==> src/rtl/ts_cc_pkg.sv <==
`timescale 1ns / 1ps
// ----------------------------------------------------------------------------
// ts_cc_pkg
// Shared types and constants for the transport stream continuity checker.
// ----------------------------------------------------------------------------
package ts_cc_pkg;

    localparam int PID_W = 13;
    localparam int CNT_W = 4;
    localparam int AFC_W = 2;
    localparam int SYNC_W = 8;

    localparam logic [SYNC_W-1:0] SYNC_VALUE = 8'h47;

    // adaptation field control codes that carry a payload
    localparam logic [AFC_W-1:0] AFC_PAYLOAD_ONLY = 2'd1;
    localparam logic [AFC_W-1:0] AFC_ADAPT_PAYLOAD = 2'd3;

    // classified packet header, front to back
    typedef struct packed {
        logic             sync_missing;
        logic             tracked;
        logic             payload;
        logic             disc;
        logic [CNT_W-1:0] rx_count;
        logic [PID_W-1:0] pid;
    } t_cmd;

    // one check result
    typedef struct packed {
        logic             sync_missing;
        logic             continuity_error;
        logic [CNT_W-1:0] expected_count;
        logic             first_seen;
        logic [PID_W-1:0] pid_echo;
    } t_res;

    // table entry: seen bit over counter
    typedef struct packed {
        logic             seen;
        logic [CNT_W-1:0] count;
    } t_entry;

endpackage

==> src/rtl/ts_cc_queue.sv <==
`timescale 1ns / 1ps
// ----------------------------------------------------------------------------
// ts_cc_queue
// Two-entry queue of classified headers between front and back.
// ----------------------------------------------------------------------------
module ts_cc_queue import ts_cc_pkg::*; (
    input  logic i_clk,
    input  logic i_rst_n,
    input  logic i_push,
    input  t_cmd i_cmd,
    input  logic i_pop,
    output logic o_full,
    output logic o_valid,
    output t_cmd o_cmd
);

    t_cmd       r_slot [2];
    logic       r_wp, r_rp;
    logic [1:0] r_cnt;

    assign o_full  = (r_cnt == 2'd2);
    assign o_valid = (r_cnt != 2'd0);
    assign o_cmd   = r_slot[r_rp];

    always_ff @(posedge i_clk) begin
        if (i_push) begin
            r_slot[r_wp] <= i_cmd;
        end
    end

    always_ff @(posedge i_clk) begin
        if (!i_rst_n) begin
            r_wp  <= 1'b0;
            r_rp  <= 1'b0;
            r_cnt <= 2'd0;
        end else begin
            if (i_push) begin
                r_wp <= !r_wp;
            end
            if (i_pop) begin
                r_rp <= !r_rp;
            end
            unique case ({i_push, i_pop})
                2'b10:   r_cnt <= r_cnt + 2'd1;
                2'b01:   r_cnt <= r_cnt - 2'd1;
                default: r_cnt <= r_cnt;
            endcase
        end
    end

endmodule

==> config.mk <==
export PLATFORM = sky130hd
export DESIGN_NAME = ts_cc_queue
export DESIGN_NICKNAME = d
export VERILOG_FILES = /design/src/rtl/ts_cc_pkg.sv /design/src/rtl/ts_cc_queue.sv
export SDC_FILE = /design/constraint.sdc
export NUM_CORES = 1
export LEC_CHECK = 0
export CORE_ASPECT_RATIO = 0.9
export CORE_MARGIN = 2
export CORE_UTILIZATION = 30
export DETAILED_ROUTE_END_ITERATION = 16
export DONT_BUFFER_PORTS = 1
export PLACE_DENSITY = 0.52
export SYNTH_ARGS = -nofsm -noshare
export SYNTH_HDL_FRONTEND = slang
export SYNTH_SLANG_ARGS = --single-unit
==> constraint.sdc <==
create_clock -name i_clk -period 2 [get_ports i_clk]
set_clock_uncertainty 0.1 [all_clocks]
set_input_delay 0.2 -clock i_clk [delete_from_list [all_inputs] [get_ports i_clk]]
set_output_delay 0.2 -clock i_clk [all_outputs]
set_load 0.005 [all_outputs]
# Word-level counts from Yosys, hierarchy flattened

Memory sizes are Yosys's and may differ from the RTL's. A register that Yosys moved wholly into a read port is not among the register bits.
Index checks and enable logic that the tools add are counted.

Multipliers: 0
Mux-type cells: 5
Bitwise operators: 0
Magnitude comparators: 0
Reductions and logical operators: 4
Shifts and indexed selects: 0
Equality and inequality tests: 3
Add/subtract/negate cells: 2
Div/mod/pow operators: 0

Operators by type and width:

| kind                                                               | count |
|---|---|
| 2-bit == test, second input constant                               | 2 |
| 1-bit 2-to-1 mux                                                   | 4 |
| 2-bit one-hot mux with 2 select lines                              | 1 |
| 2-bit nonzero test                                                 | 2 |
| 2-bit by 1-bit adder with 2-bit output, second input constant      | 1 |
| 2-bit by 1-bit == test with 1-bit output, second input constant    | 1 |
| 1-bit logical NOT                                                  | 2 |
| 2-bit by 1-bit subtractor with 2-bit output, second input constant | 1 |

Bits in latches: 0
Bits of input ports: 25
Memories kept: 1
Register bits: 4
RAM bits: 42
Word-level logic and storage cells: 18
Output and inout port bits: 23
Memory bits (read-only): 0

Memory list:

| memory | depth | bits a word | rd ports | clocked after memory_dff | write ports | line              | RTL |
|---|---|---|---|---|---|---|---|
| r_slot | 2     | 21          | 1        | 1                        | 1           | ts_cc_queue.sv:17 | `t_cmd r_slot [2];` |

# Longest topological paths before layout

Gate-level depths: netlist (run 1).

Word-level depth: 3
Depth in mapped cells: 5
Mapped depth without buffers: 5

# Worst setup path after synthesis (run 1)

Ideal clock, no wire load.

Kind: register to register
Start: register r_wp
End: memory r_slot[0][0] in the netlist's numbering, enable pin
Period minus slack after synthesis: 1,744 ps
Setup slack: 256 ps
Setup time: 400 ps
Arrival: 1,244 ps
Required time: 1,500 ps
Stages on the path, launching flop included: 2
Buffers on the path: 0
Cells stage by stage: dfxtp_1 > nor2_1

RTL lines:

| item                   | line              | RTL |
|---|---|---|
| start, declared        | ts_cc_queue.sv:18 | `logic r_wp, r_rp;` |
| start signal, assigned | ts_cc_queue.sv:38 | `r_wp <= !r_wp;` |
| end, declared          | ts_cc_queue.sv:17 |  |

Straight into the memory's write port.

==> out/summary.txt, run 1 <==
run status = finished clean
remaining design rule violation count = 0
time the final worst path needs with I/O delays and setup = 1.51 ns
Worst EP arrival = 1.21 ns
Hold Path Origin = i_push
share of Yosys cell area claimed by the top area cell type = 73.0%
routability cong. = 0.813
Worst Hold Path EP = r_wp
number of gates given a new drive strength after cts = 0
maximum frequency from static timing analysis = 662 MHz
Post-Place Cell Area = 1840 um^2
aggregate negative setup slack = 0 ns
asr flop ratio synth = 0%
Hold Path Depth = 2
number of rows created at floorplan = 26
ant diodes = 0
die area = 6380 um^2
fraction of layout instances using a drive strength above 1 = 30.0%
minimum setup slack among reg-to-reg paths = 0.77 ns
post-synthesis sequential area ratio = 78.8%
data required time of the critical path = 1.70 ns
Post-Syn Instances = 87
global-route wire length before repair = 4.71 mm
Syn Std Cell Area = 1730 um^2
total iterations of the first detailed-routing run = 3
FF/Latch Area = 1360 um^2
root buffer cell = sky130_fd_sc_hd__clkbuf_8
Clock Tree Buf Depth = 2
setup repair bufs after CTS = 0
Synth area leaders = sky130_fd_sc_hd__edfxtp_1, sky130_fd_sc_hd__mux2_2, sky130_fd_sc_hd__dfxtp_1, sky130_fd_sc_hd__and2_1, sky130_fd_sc_hd__xnor2_1
unrepaired setup endpoints after global routing = no
Max Fanout on Critical Path = 11
GRT Overall Usage = 10.1%
total global routing overflow = 0
DPL Wire Length = 1.93 mm
max cap viols = 0
critical path endpoint category = output pin
vertical extent of the die = 76.0 um
count of nets left with antenna violations after detail routing = 0
cell type of the slowest stage on the worst timing path = sky130_fd_sc_hd__mux2_2
number of top-level design ports = 48
post-synthesis net count = 113
number of storage elements in the synthesis netlist = 47
Yosys cell types = 17
Post-synth EDFFs = 42
series of cell instances along the critical path = buf_4 > mux2_2
vias in the first global route = 882
total via count after detailed routing = 824
Least-Margin Pin Slew = 0.298 ns
Yosys warning count = 0
number of DRC violations after detailed-routing iteration 0 = 36
category of cells accounting for the largest share of critical-path delay = multiplexers
Hold Fails Final Rpt = 0
source of the worst register-to-register timing path = r_wp
initial core utilization = 30.7%
top cells by instance count after synthesis = sky130_fd_sc_hd__edfxtp_1, sky130_fd_sc_hd__mux2_2, sky130_fd_sc_hd__dfxtp_1
routed length per placed instance = 15.6 um
number of clock sinks = 47
Slew Viols, Final = 0
clock tree from TritonCTS = yes
maximum vdd ir drop = 0.294 mV
most used flip-flop cell after synthesis = sky130_fd_sc_hd__edfxtp_1
number of buffers and inverters on the critical path = 1
fill count = 527
Setup violations, final = 0
leakage component of the power = 0.728 nW
endpoint of the most critical register-to-register path = r_slot[1][18]
drt total wl = 2.96 mm
post-route standard cell area excluding fillers = 2150 um^2
depth of the CTS H-tree = 2
period utilisation layout = 75.6%
worst-skew pair later-pin latency = 0.29 ns
post-detailed-route via-to-cell ratio = 4.34
Slew headroom = 80.1%
area of combinational cells with multiple inputs = 354 um^2
Port-buffer cells = 0
type of the most critical hold path = primary input to flip-flop
slowest stage delay, CP = 0.38 ns
largest net degree at the start of global routing = 22
count leader, synth = sky130_fd_sc_hd__edfxtp_1
number of nets in the finished design = 145
leading area contributor after synthesis = sky130_fd_sc_hd__edfxtp_1
PD cells = 877 nW/um^2
Worst Path Class, Setup = flip-flop to output pin
clock buffers created by TritonCTS = 5
core box area = 5630 um^2
initial antenna violation count = 0
Area Growth Syn to Fin = 24.7%
length in cells of the worst reg-to-reg path = 2
Mean Syn Cell Area = 19.8 um^2
nature of the critical path startpoint = flip-flop
Worst-path clk slew = 0.08 ns
die span in x = 84.0 um
==> metal layers <==
layer,vias up,GRT usage (%),routed length (um)
li1,393,-,-
met3,4,4.88,180
met4,0,5.32,59
met2,30,16.9,1620
met5,-,0,0
met1,397,10.4,1100
==> sequential cells by signal (all words and copies together), names as in the netlist, named ones only <==
register and flops:
r_wp 1, r_cnt 2, r_rp 1, r_slot 42
==> area by class of cell <==
class | instances | area share, %
repair buffers | 27 | 12.0
inverters | 1 | 0.174
clock buffers | 5 | 3.20
multi-input cells | 37 | 16.4
well taps | 70 | 4.07
flip-flops and latches | 47 | 63.2
clock inverters | 3 | 0.930
==> worst max-delay path by stage <==
| stage | cells past startpoint | endpoint | startpoint | slack (ns) |
|---|---|---|---|---|
| after global routing | 2 | o_cmd[9] | flip-flop | 0.40 |
| after floorplan | 1 | r_slot[0][0] | r_wp | 0.26 |
| after global placement | 2 | o_cmd[9] | flip-flop | 0.80 |
| after detailed placement | 4 | r_cnt[1] | i_push | 0.74 |
| final | 2 | o_cmd[9] | flip-flop | 0.49 |
| after CTS | 2 | o_cmd[9] | flip-flop | 0.45 |
==> logic make-up (layout without fill, tap and decap cells) <==
family / count (synthesis) / count (layout) / share of synthesized area [%]
compound gates: 3 / 3 / 1.16
xor+xnor: 3 / 3 / 1.52
fa+ha+maj: 1 / 1 / 0.725
buf+inv: 3 / 36 / 0.797
flops: 47 / 47 / 78.8
mux: 21 / 21 / 13.7
simple gates: 9 / 9 / 3.26
==> what timing repair did <==
action,in CTS,in global routing
endpoints found under the hold margin,47,0
setup endpoints to repair,0,0
hold buffers,22,0
==> report_power, final <==
part	switching [mW]	internal, mW
Combinational	0.0883	0.106
Sequential	0.0177	1.13
Clock	0.306	0.244
Total	0.412	1.48
==> cell usage in the layout, fill, tap and decap left out, types with 2 or more instances in the layout <==
cell,count
sky130_fd_sc_hd__edfxtp_1,42
sky130_fd_sc_hd__dlygate4sd3_1,22
sky130_fd_sc_hd__mux2_2,21
sky130_fd_sc_hd__dfxtp_1,5
sky130_fd_sc_hd__clkbuf_8,5
sky130_fd_sc_hd__buf_4,5
sky130_fd_sc_hd__and2_1,4
sky130_fd_sc_hd__xnor2_1,2
==> through the flow <==
stage	util, %	power [mW]	hold slack, ns	instances	setup WS [ns]
floorplan	-	1.28	0.199	87	0.256
global placement	32.8	1.32	0.199	160	0.798
detailed placement	32.8	1.33	0.199	160	0.739
CTS	38.3	1.92	0.0116	190	0.453
global route	38.3	1.99	0.0116	190	0.403
finish	38.3	1.89	0.0211	190	0.489
(Power assumes the default switching activity.)
==> inputs of run 2 (changes only) <==
==> constraint.sdc (replaced) <==
create_clock -name i_clk -period 1.5 [get_ports i_clk]
set_clock_uncertainty 0.1 [all_clocks]
set_input_delay 0.15 -clock i_clk [delete_from_list [all_inputs] [get_ports i_clk]]
set_output_delay 0.15 -clock i_clk [all_outputs]
set_load 0.005 [all_outputs]
==> out/summary.txt, run 2 (same netlist as run 1, synthesis figures left out) <==
vertical extent of the die = 76.0 um (unchanged)
clock tree from TritonCTS = yes
Cells after DPL = 160 (unchanged)
run status = finished clean
post-route standard cell area excluding fillers = 2190 um^2 (+1.6%)
initial core utilization = 30.7% (unchanged)
worst-case setup slack after placement = 0.312 ns (-0.427 ns)
minimum setup slack among reg-to-reg paths = 0.36 ns (-0.41 ns)
number of top-level design ports = 48 (unchanged)
register with the most flip-flops = r_slot
Worst EP arrival = 1.18 ns (-0.03 ns)
aggregate negative setup slack = 0 ns (unchanged)
post-detailed-route via-to-cell ratio = 4.45 (+2.6%)
top library cells by usage in the layout, fill and taps aside = sky130_fd_sc_hd__edfxtp_1, sky130_fd_sc_hd__dlygate4sd3_1, sky130_fd_sc_hd__mux2_2, sky130_fd_sc_hd__clkbuf_8
Slew headroom = 88.5% (+8.4 points)
nature of the critical path startpoint = flip-flop
number of rows created at floorplan = 26 (unchanged)
endpoint of the most critical register-to-register path = r_cnt[1]
time the final worst path needs with I/O delays and setup = 1.43 ns
Post-Place Cell Area = 1860 um^2 (+0.68%)
die area = 6380 um^2 (unchanged)
Worst Hold Path EP = r_cnt[1]
die span in x = 84.0 um (unchanged)
length in cells of the worst reg-to-reg path = 3 (+1)
Port-buffer cells = 0 (unchanged)
vias in the first global route = 923 (+4.6%)
core box area = 5630 um^2 (unchanged)
number of nets in the finished design = 147 (+1.4%)
fill count = 551 (+4.6%)
drt total wl = 2.78 mm (-6.0%)
Hold Path Origin = i_pop
critical path endpoint category = output pin
largest registers = r_slot (42), r_cnt (2)
FF/Latch Area = 1360 um^2 (about the same)
worst-skew pair later-pin latency = 0.28 ns (about the same)
number of DRC violations after detailed-routing iteration 0 = 24 (-33%)
cell type of the slowest stage on the worst timing path = sky130_fd_sc_hd__mux2_2
remaining design rule violation count = 0 (unchanged)
Worst Path Class, Setup = flip-flop to output pin
fraction of layout instances using a drive strength above 1 = 30.3% (+0.33 points)
period utilisation layout = 95.3%
Hold Path Depth = 3 (+1)
initial antenna violation count = 0 (unchanged)
max cap viols = 0 (unchanged)
final worst slack = 0.0708 ns (-0.418 ns)
area of combinational cells with multiple inputs = 354 um^2 (unchanged)
data required time of the critical path = 1.25 ns (-0.45 ns)
clock buffers created by TritonCTS = 5 (unchanged)
PD cells = 1140 nW/um^2 (+30%)
Clock Tree Buf Depth = 2 (unchanged)
number of clock sinks = 47 (unchanged)
total via count after detailed routing = 854 (+3.6%)
depth of the CTS H-tree = 2 (unchanged)
series of cell instances along the critical path = buf_4 > mux2_2
maximum vdd ir drop = 0.512 mV (+74%)
largest net degree at the start of global routing = 22 (unchanged)
type of the most critical hold path = primary input to flip-flop
DPL Wire Length = 1.88 mm (-2.7%)
share of the core filled with cells = 38.9% (+0.60 points)
count of nets left with antenna violations after detail routing = 0 (unchanged)
total iterations of the first detailed-routing run = 4 (+1)
routed length per placed instance = 14.5 um (-7.0%)
flip-flop count of the largest register, all copies and words added = 42 (unchanged)
Slew Viols, Final = 0 (unchanged)
Area Growth Syn to Fin = 26.7%
Worst-path clk slew = 0.08 ns (about the same)
Hold Fails Final Rpt = 0 (unchanged)
Max Fanout on Critical Path = 9 (-2)
routability cong. = 0.683 (-16%)
Final Non-Filler Cells = 192 (+1.1%)
unrepaired setup endpoints after global routing = no
source of the worst register-to-register timing path = r_cnt[0]
Setup violations, final = 0 (unchanged)
leakage component of the power = 0.740 nW (+1.7%)
GRT Overall Usage = 9.70% (-0.37 points)
slowest stage delay, CP = 0.37 ns (about the same)
global-route wire length before repair = 4.65 mm (-1.3%)
Least-Margin Pin Slew = 0.172 ns (-0.127 ns)
total global routing overflow = 0 (unchanged)
most common library cell in the layout ignoring fill and taps = sky130_fd_sc_hd__edfxtp_1
maximum frequency from static timing analysis = 700 MHz
root buffer cell = sky130_fd_sc_hd__clkbuf_8
ant diodes = 0 (unchanged)
[run 2: cell type report]
type / instances / area share (%)
repair buffers: 29 / 13.4
flip-flops and latches: 47 / 62.3
well taps: 70 / 4.00
clock buffers: 6 / 3.32
clock inverters: 2 / 0.572
inverters: 1 / 0.172
multi-input cells: 37 / 16.2
[run 2: repair_timing]
action	in CTS	in global routing
hold endpoints to repair	47	0
gates resized for setup	1	1
setup buffers	0	0
hold buffers	24	0
setup endpoints to repair	1	10
[run 2: worst max path at each step]
| stage | start | cells after the start | end | slack, ns |
|---|---|---|---|---|
| after floorplan | r_wp | 1 | r_slot[0][0] | 0.10 |
| after global placement | flip-flop | 2 | o_cmd[17] | 0.35 |
| after detailed placement | i_push | 4 | r_cnt[1] | 0.31 |
| after CTS | flip-flop | 2 | o_cmd[3] | 0.008 |
| after global routing | flip-flop | 2 | o_cmd[1] | 0.009 |
| final | flip-flop | 2 | o_cmd[3] | 0.07 |
[run 2: report_power, final]
| part | switching (mW) | leakage (nW) | internal, mW |
|---|---|---|---|
| logic | 0.119 | 0.263 | 0.149 |
| registers | 0.0244 | 0.436 | 1.50 |
| clock network | 0.371 | 0.0412 | 0.325 |
[run 2: through the flow]
step                      total power, mW  hold WS [ns]
after floorplan                      1.71         0.149
after global placement               1.76         0.149
after detailed placement             1.77         0.149
after CTS                            2.55         0.124
after global routing                 2.64         0.123
final                                2.49         0.136
[run 2: worst max-delay path, delay by kind of cell, from the launching register on]
kind | cells | cell delay, ns
muxes | 1 | 0.37
DFF | 1 | 0.34
buffers and inverters | 1 | 0.18
[run 2: routing by layer]
layer	GRT usage, %	part of all wire, %	up-vias
li1	-	-	394
met1	10.2	38	428
met2	17.2	55	28
met3	4.55	6.2	4
met4	2.90	0.75	0
met5	0	0	-
==> inputs of run 3 (changes only) <==
--- a/config.mk
+++ b/config.mk
@@ -10,7 +10,7 @@
 export CORE_UTILIZATION = 30
 export DETAILED_ROUTE_END_ITERATION = 16
 export DONT_BUFFER_PORTS = 1
-export PLACE_DENSITY = 0.52
+export PLACE_DENSITY = 0.41
 export SYNTH_ARGS = -nofsm -noshare
 export SYNTH_HDL_FRONTEND = slang
 export SYNTH_SLANG_ARGS = --single-unit
==> out/summary.txt, run 3 (same netlist as run 1, synthesis figures left out) <==
Port-buffer cells = 0 (unchanged)
total via count after detailed routing = 830 (-2.8%)
routed length per placed instance = 14.7 um (+1.5%)
maximum frequency from static timing analysis = 689 MHz (-1.6%)
flip-flop count of the largest register, all copies and words added = 42 (unchanged)
Slew headroom = 86.1% (-2.3 points)
Slew Viols, Final = 0 (unchanged)
global-route wire length before repair = 4.42 mm (-5.0%)
Worst Path Class, Setup = flip-flop to output pin
Cells after DPL = 161 (+0.63%)
register with the most flip-flops = r_slot
total iterations of the first detailed-routing run = 3 (-1)
run status = finished clean
leakage component of the power = 0.744 nW (+0.51%)
final worst slack = 0.0482 ns (-0.0225 ns)
aggregate negative setup slack = 0 ns (unchanged)
Final Non-Filler Cells = 193 (+0.52%)
time the final worst path needs with I/O delays and setup = 1.45 ns (+0.0225 ns)
die span in x = 84.0 um (unchanged)
vertical extent of the die = 76.0 um (unchanged)
initial antenna violation count = 0 (unchanged)
largest registers = r_slot (42), r_cnt (2)
drt total wl = 2.84 mm (+2.0%)
Clock Tree Buf Depth = 2 (unchanged)
remaining design rule violation count = 0 (unchanged)
critical path endpoint category = output pin
max cap viols = 0 (unchanged)
vias in the first global route = 888 (-3.8%)
setup repair bufs after CTS = 0 (unchanged)
die area = 6380 um^2 (unchanged)
total global routing overflow = 0 (unchanged)
worst-skew pair later-pin latency = 0.29 ns (about the same)
routability cong. = 0.642 (-6.1%)
Hold Fails Final Rpt = 0 (unchanged)
nature of the critical path startpoint = flip-flop
PD cells = 1160 nW/um^2 (+1.5%)
number of top-level design ports = 48 (unchanged)
period utilisation layout = 96.8% (+1.5 points)
count of nets left with antenna violations after detail routing = 0 (unchanged)
Worst-path clk slew = 0.08 ns (about the same)
number of nets in the finished design = 148 (+0.68%)
fraction of layout instances using a drive strength above 1 = 30.1% (-0.25 points)
Setup violations, final = 0 (unchanged)
clock tree from TritonCTS = yes
number of clock sinks = 47 (unchanged)
Worst EP arrival = 1.20 ns (+0.02 ns)
initial core utilization = 30.7% (unchanged)
Area Growth Syn to Fin = 26.7% (about the same)
Power Total = 2.53 mW (+1.6%)
ant diodes = 0 (unchanged)
unrepaired setup endpoints after global routing = yes
data required time of the critical path = 1.25 ns (about the same)
most common library cell in the layout ignoring fill and taps = sky130_fd_sc_hd__edfxtp_1
DPL Wire Length = 1.92 mm (+2.4%)
largest net degree at the start of global routing = 16 (-27%)
Least-Margin Pin Slew = 0.208 ns (+0.0363 ns)
Max Fanout on Critical Path = 14 (+5)
number of rows created at floorplan = 26 (unchanged)
GRT Overall Usage = 9.19% (-0.51 points)
worst-case setup slack after placement = 0.299 ns (-0.0128 ns)
maximum vdd ir drop = 0.356 mV (-30%)
post-detailed-route via-to-cell ratio = 4.30 (-3.3%)
type of the most critical hold path = primary input to flip-flop
clock buffers created by TritonCTS = 5 (unchanged)
top library cells by usage in the layout, fill and taps aside = sky130_fd_sc_hd__edfxtp_1, sky130_fd_sc_hd__dlygate4sd3_1, sky130_fd_sc_hd__mux2_2
depth of the CTS H-tree = 2 (unchanged)
root buffer cell = sky130_fd_sc_hd__clkbuf_8
core box area = 5630 um^2 (unchanged)
number of DRC violations after detailed-routing iteration 0 = 23 (-4.2%)
-- run 3: changes by cell type in the layout (fill, tap and decap cells not counted) --
cell / before / now
sky130_fd_sc_hd__buf_4: 3 / 5
sky130_fd_sc_hd__buf_12: 1 / 0
sky130_fd_sc_hd__buf_6: 1 / 0
sky130_fd_sc_hd__buf_8: 0 / 1
sky130_fd_sc_hd__clkbuf_1: 1 / 0
sky130_fd_sc_hd__clkinv_1: 0 / 1
sky130_fd_sc_hd__clkinv_2: 1 / 0
sky130_fd_sc_hd__clkinv_4: 0 / 1
sky130_fd_sc_hd__dfxtp_1: 4 / 5
sky130_fd_sc_hd__dfxtp_2: 1 / 0
-- run 3: layout make-up --
| type | instances | area (um^2) |
|---|---|---|
| clock buffer | 5 | 68.8 |
| clock inverter | 3 | 20.0 |
| fill | 532 | 3440 |
| inverter | 1 | 3.75 |
| multi-input combinational | 37 | 354 |
| sequential | 47 | 1360 |
| tap | 70 | 87.6 |
| timing repair buffer | 30 | 293 |
-- run 3: where the power goes --
| part | switching (mW) | internal (mW) | total (mW) |
|---|---|---|---|
| combinational | 0.119 | 0.150 | 0.268 |
| sequential | 0.0231 | 1.50 | 1.53 |
| clock | 0.413 | 0.325 | 0.738 |
| total | 0.555 | 1.98 | 2.53 |
-- run 3: metal layers --
layer	GRT usage, %	up-vias	share of wire (%)
met5	0	-	0
met3	4.23	2	6.0
met1	10.4	409	41
li1	-	397	-
met4	3.87	0	0.81
met2	15.0	22	52
-- run 3: timing repair --
item / in CTS / in global routing
hold endpoints to repair: 47 / 0
gates resized for setup: 1 / 1
setup endpoints to repair: 14 / 3
gates cloned: 0 / 0
hold buffers: 24 / 0
-- run 3: critical path: stages, from the launching register on --
cell and delay, ns:
sky130_fd_sc_hd__dfxtp_1 0.37, sky130_fd_sc_hd__buf_8 0.17, sky130_fd_sc_hd__mux2_2 0.37
-- run 3: final timing paths --
path | cells past startpoint | slack (ns) | to | startpoint
max reg2reg | 2 | 0.35 | r_slot[1][18] | r_wp
max | 2 | 0.05 | o_cmd[13] | flip-flop
min reg2reg | 2 | 0.41 | r_cnt[1] | r_cnt[1]
min | 3 | 0.12 | r_cnt[1] | i_pop
-- run 3: stage by stage --
step / hold WS [ns] / cell area (um^2) / utilization, %
final: 0.120 / 2190 / 38.9
after global routing: 0.121 / 2190 / 38.9
after CTS: 0.111 / 2180 / 38.8
after detailed placement: 0.149 / 1850 / 32.9
after global placement: 0.149 / 1850 / 32.9
after floorplan: 0.149 / 1730 / -
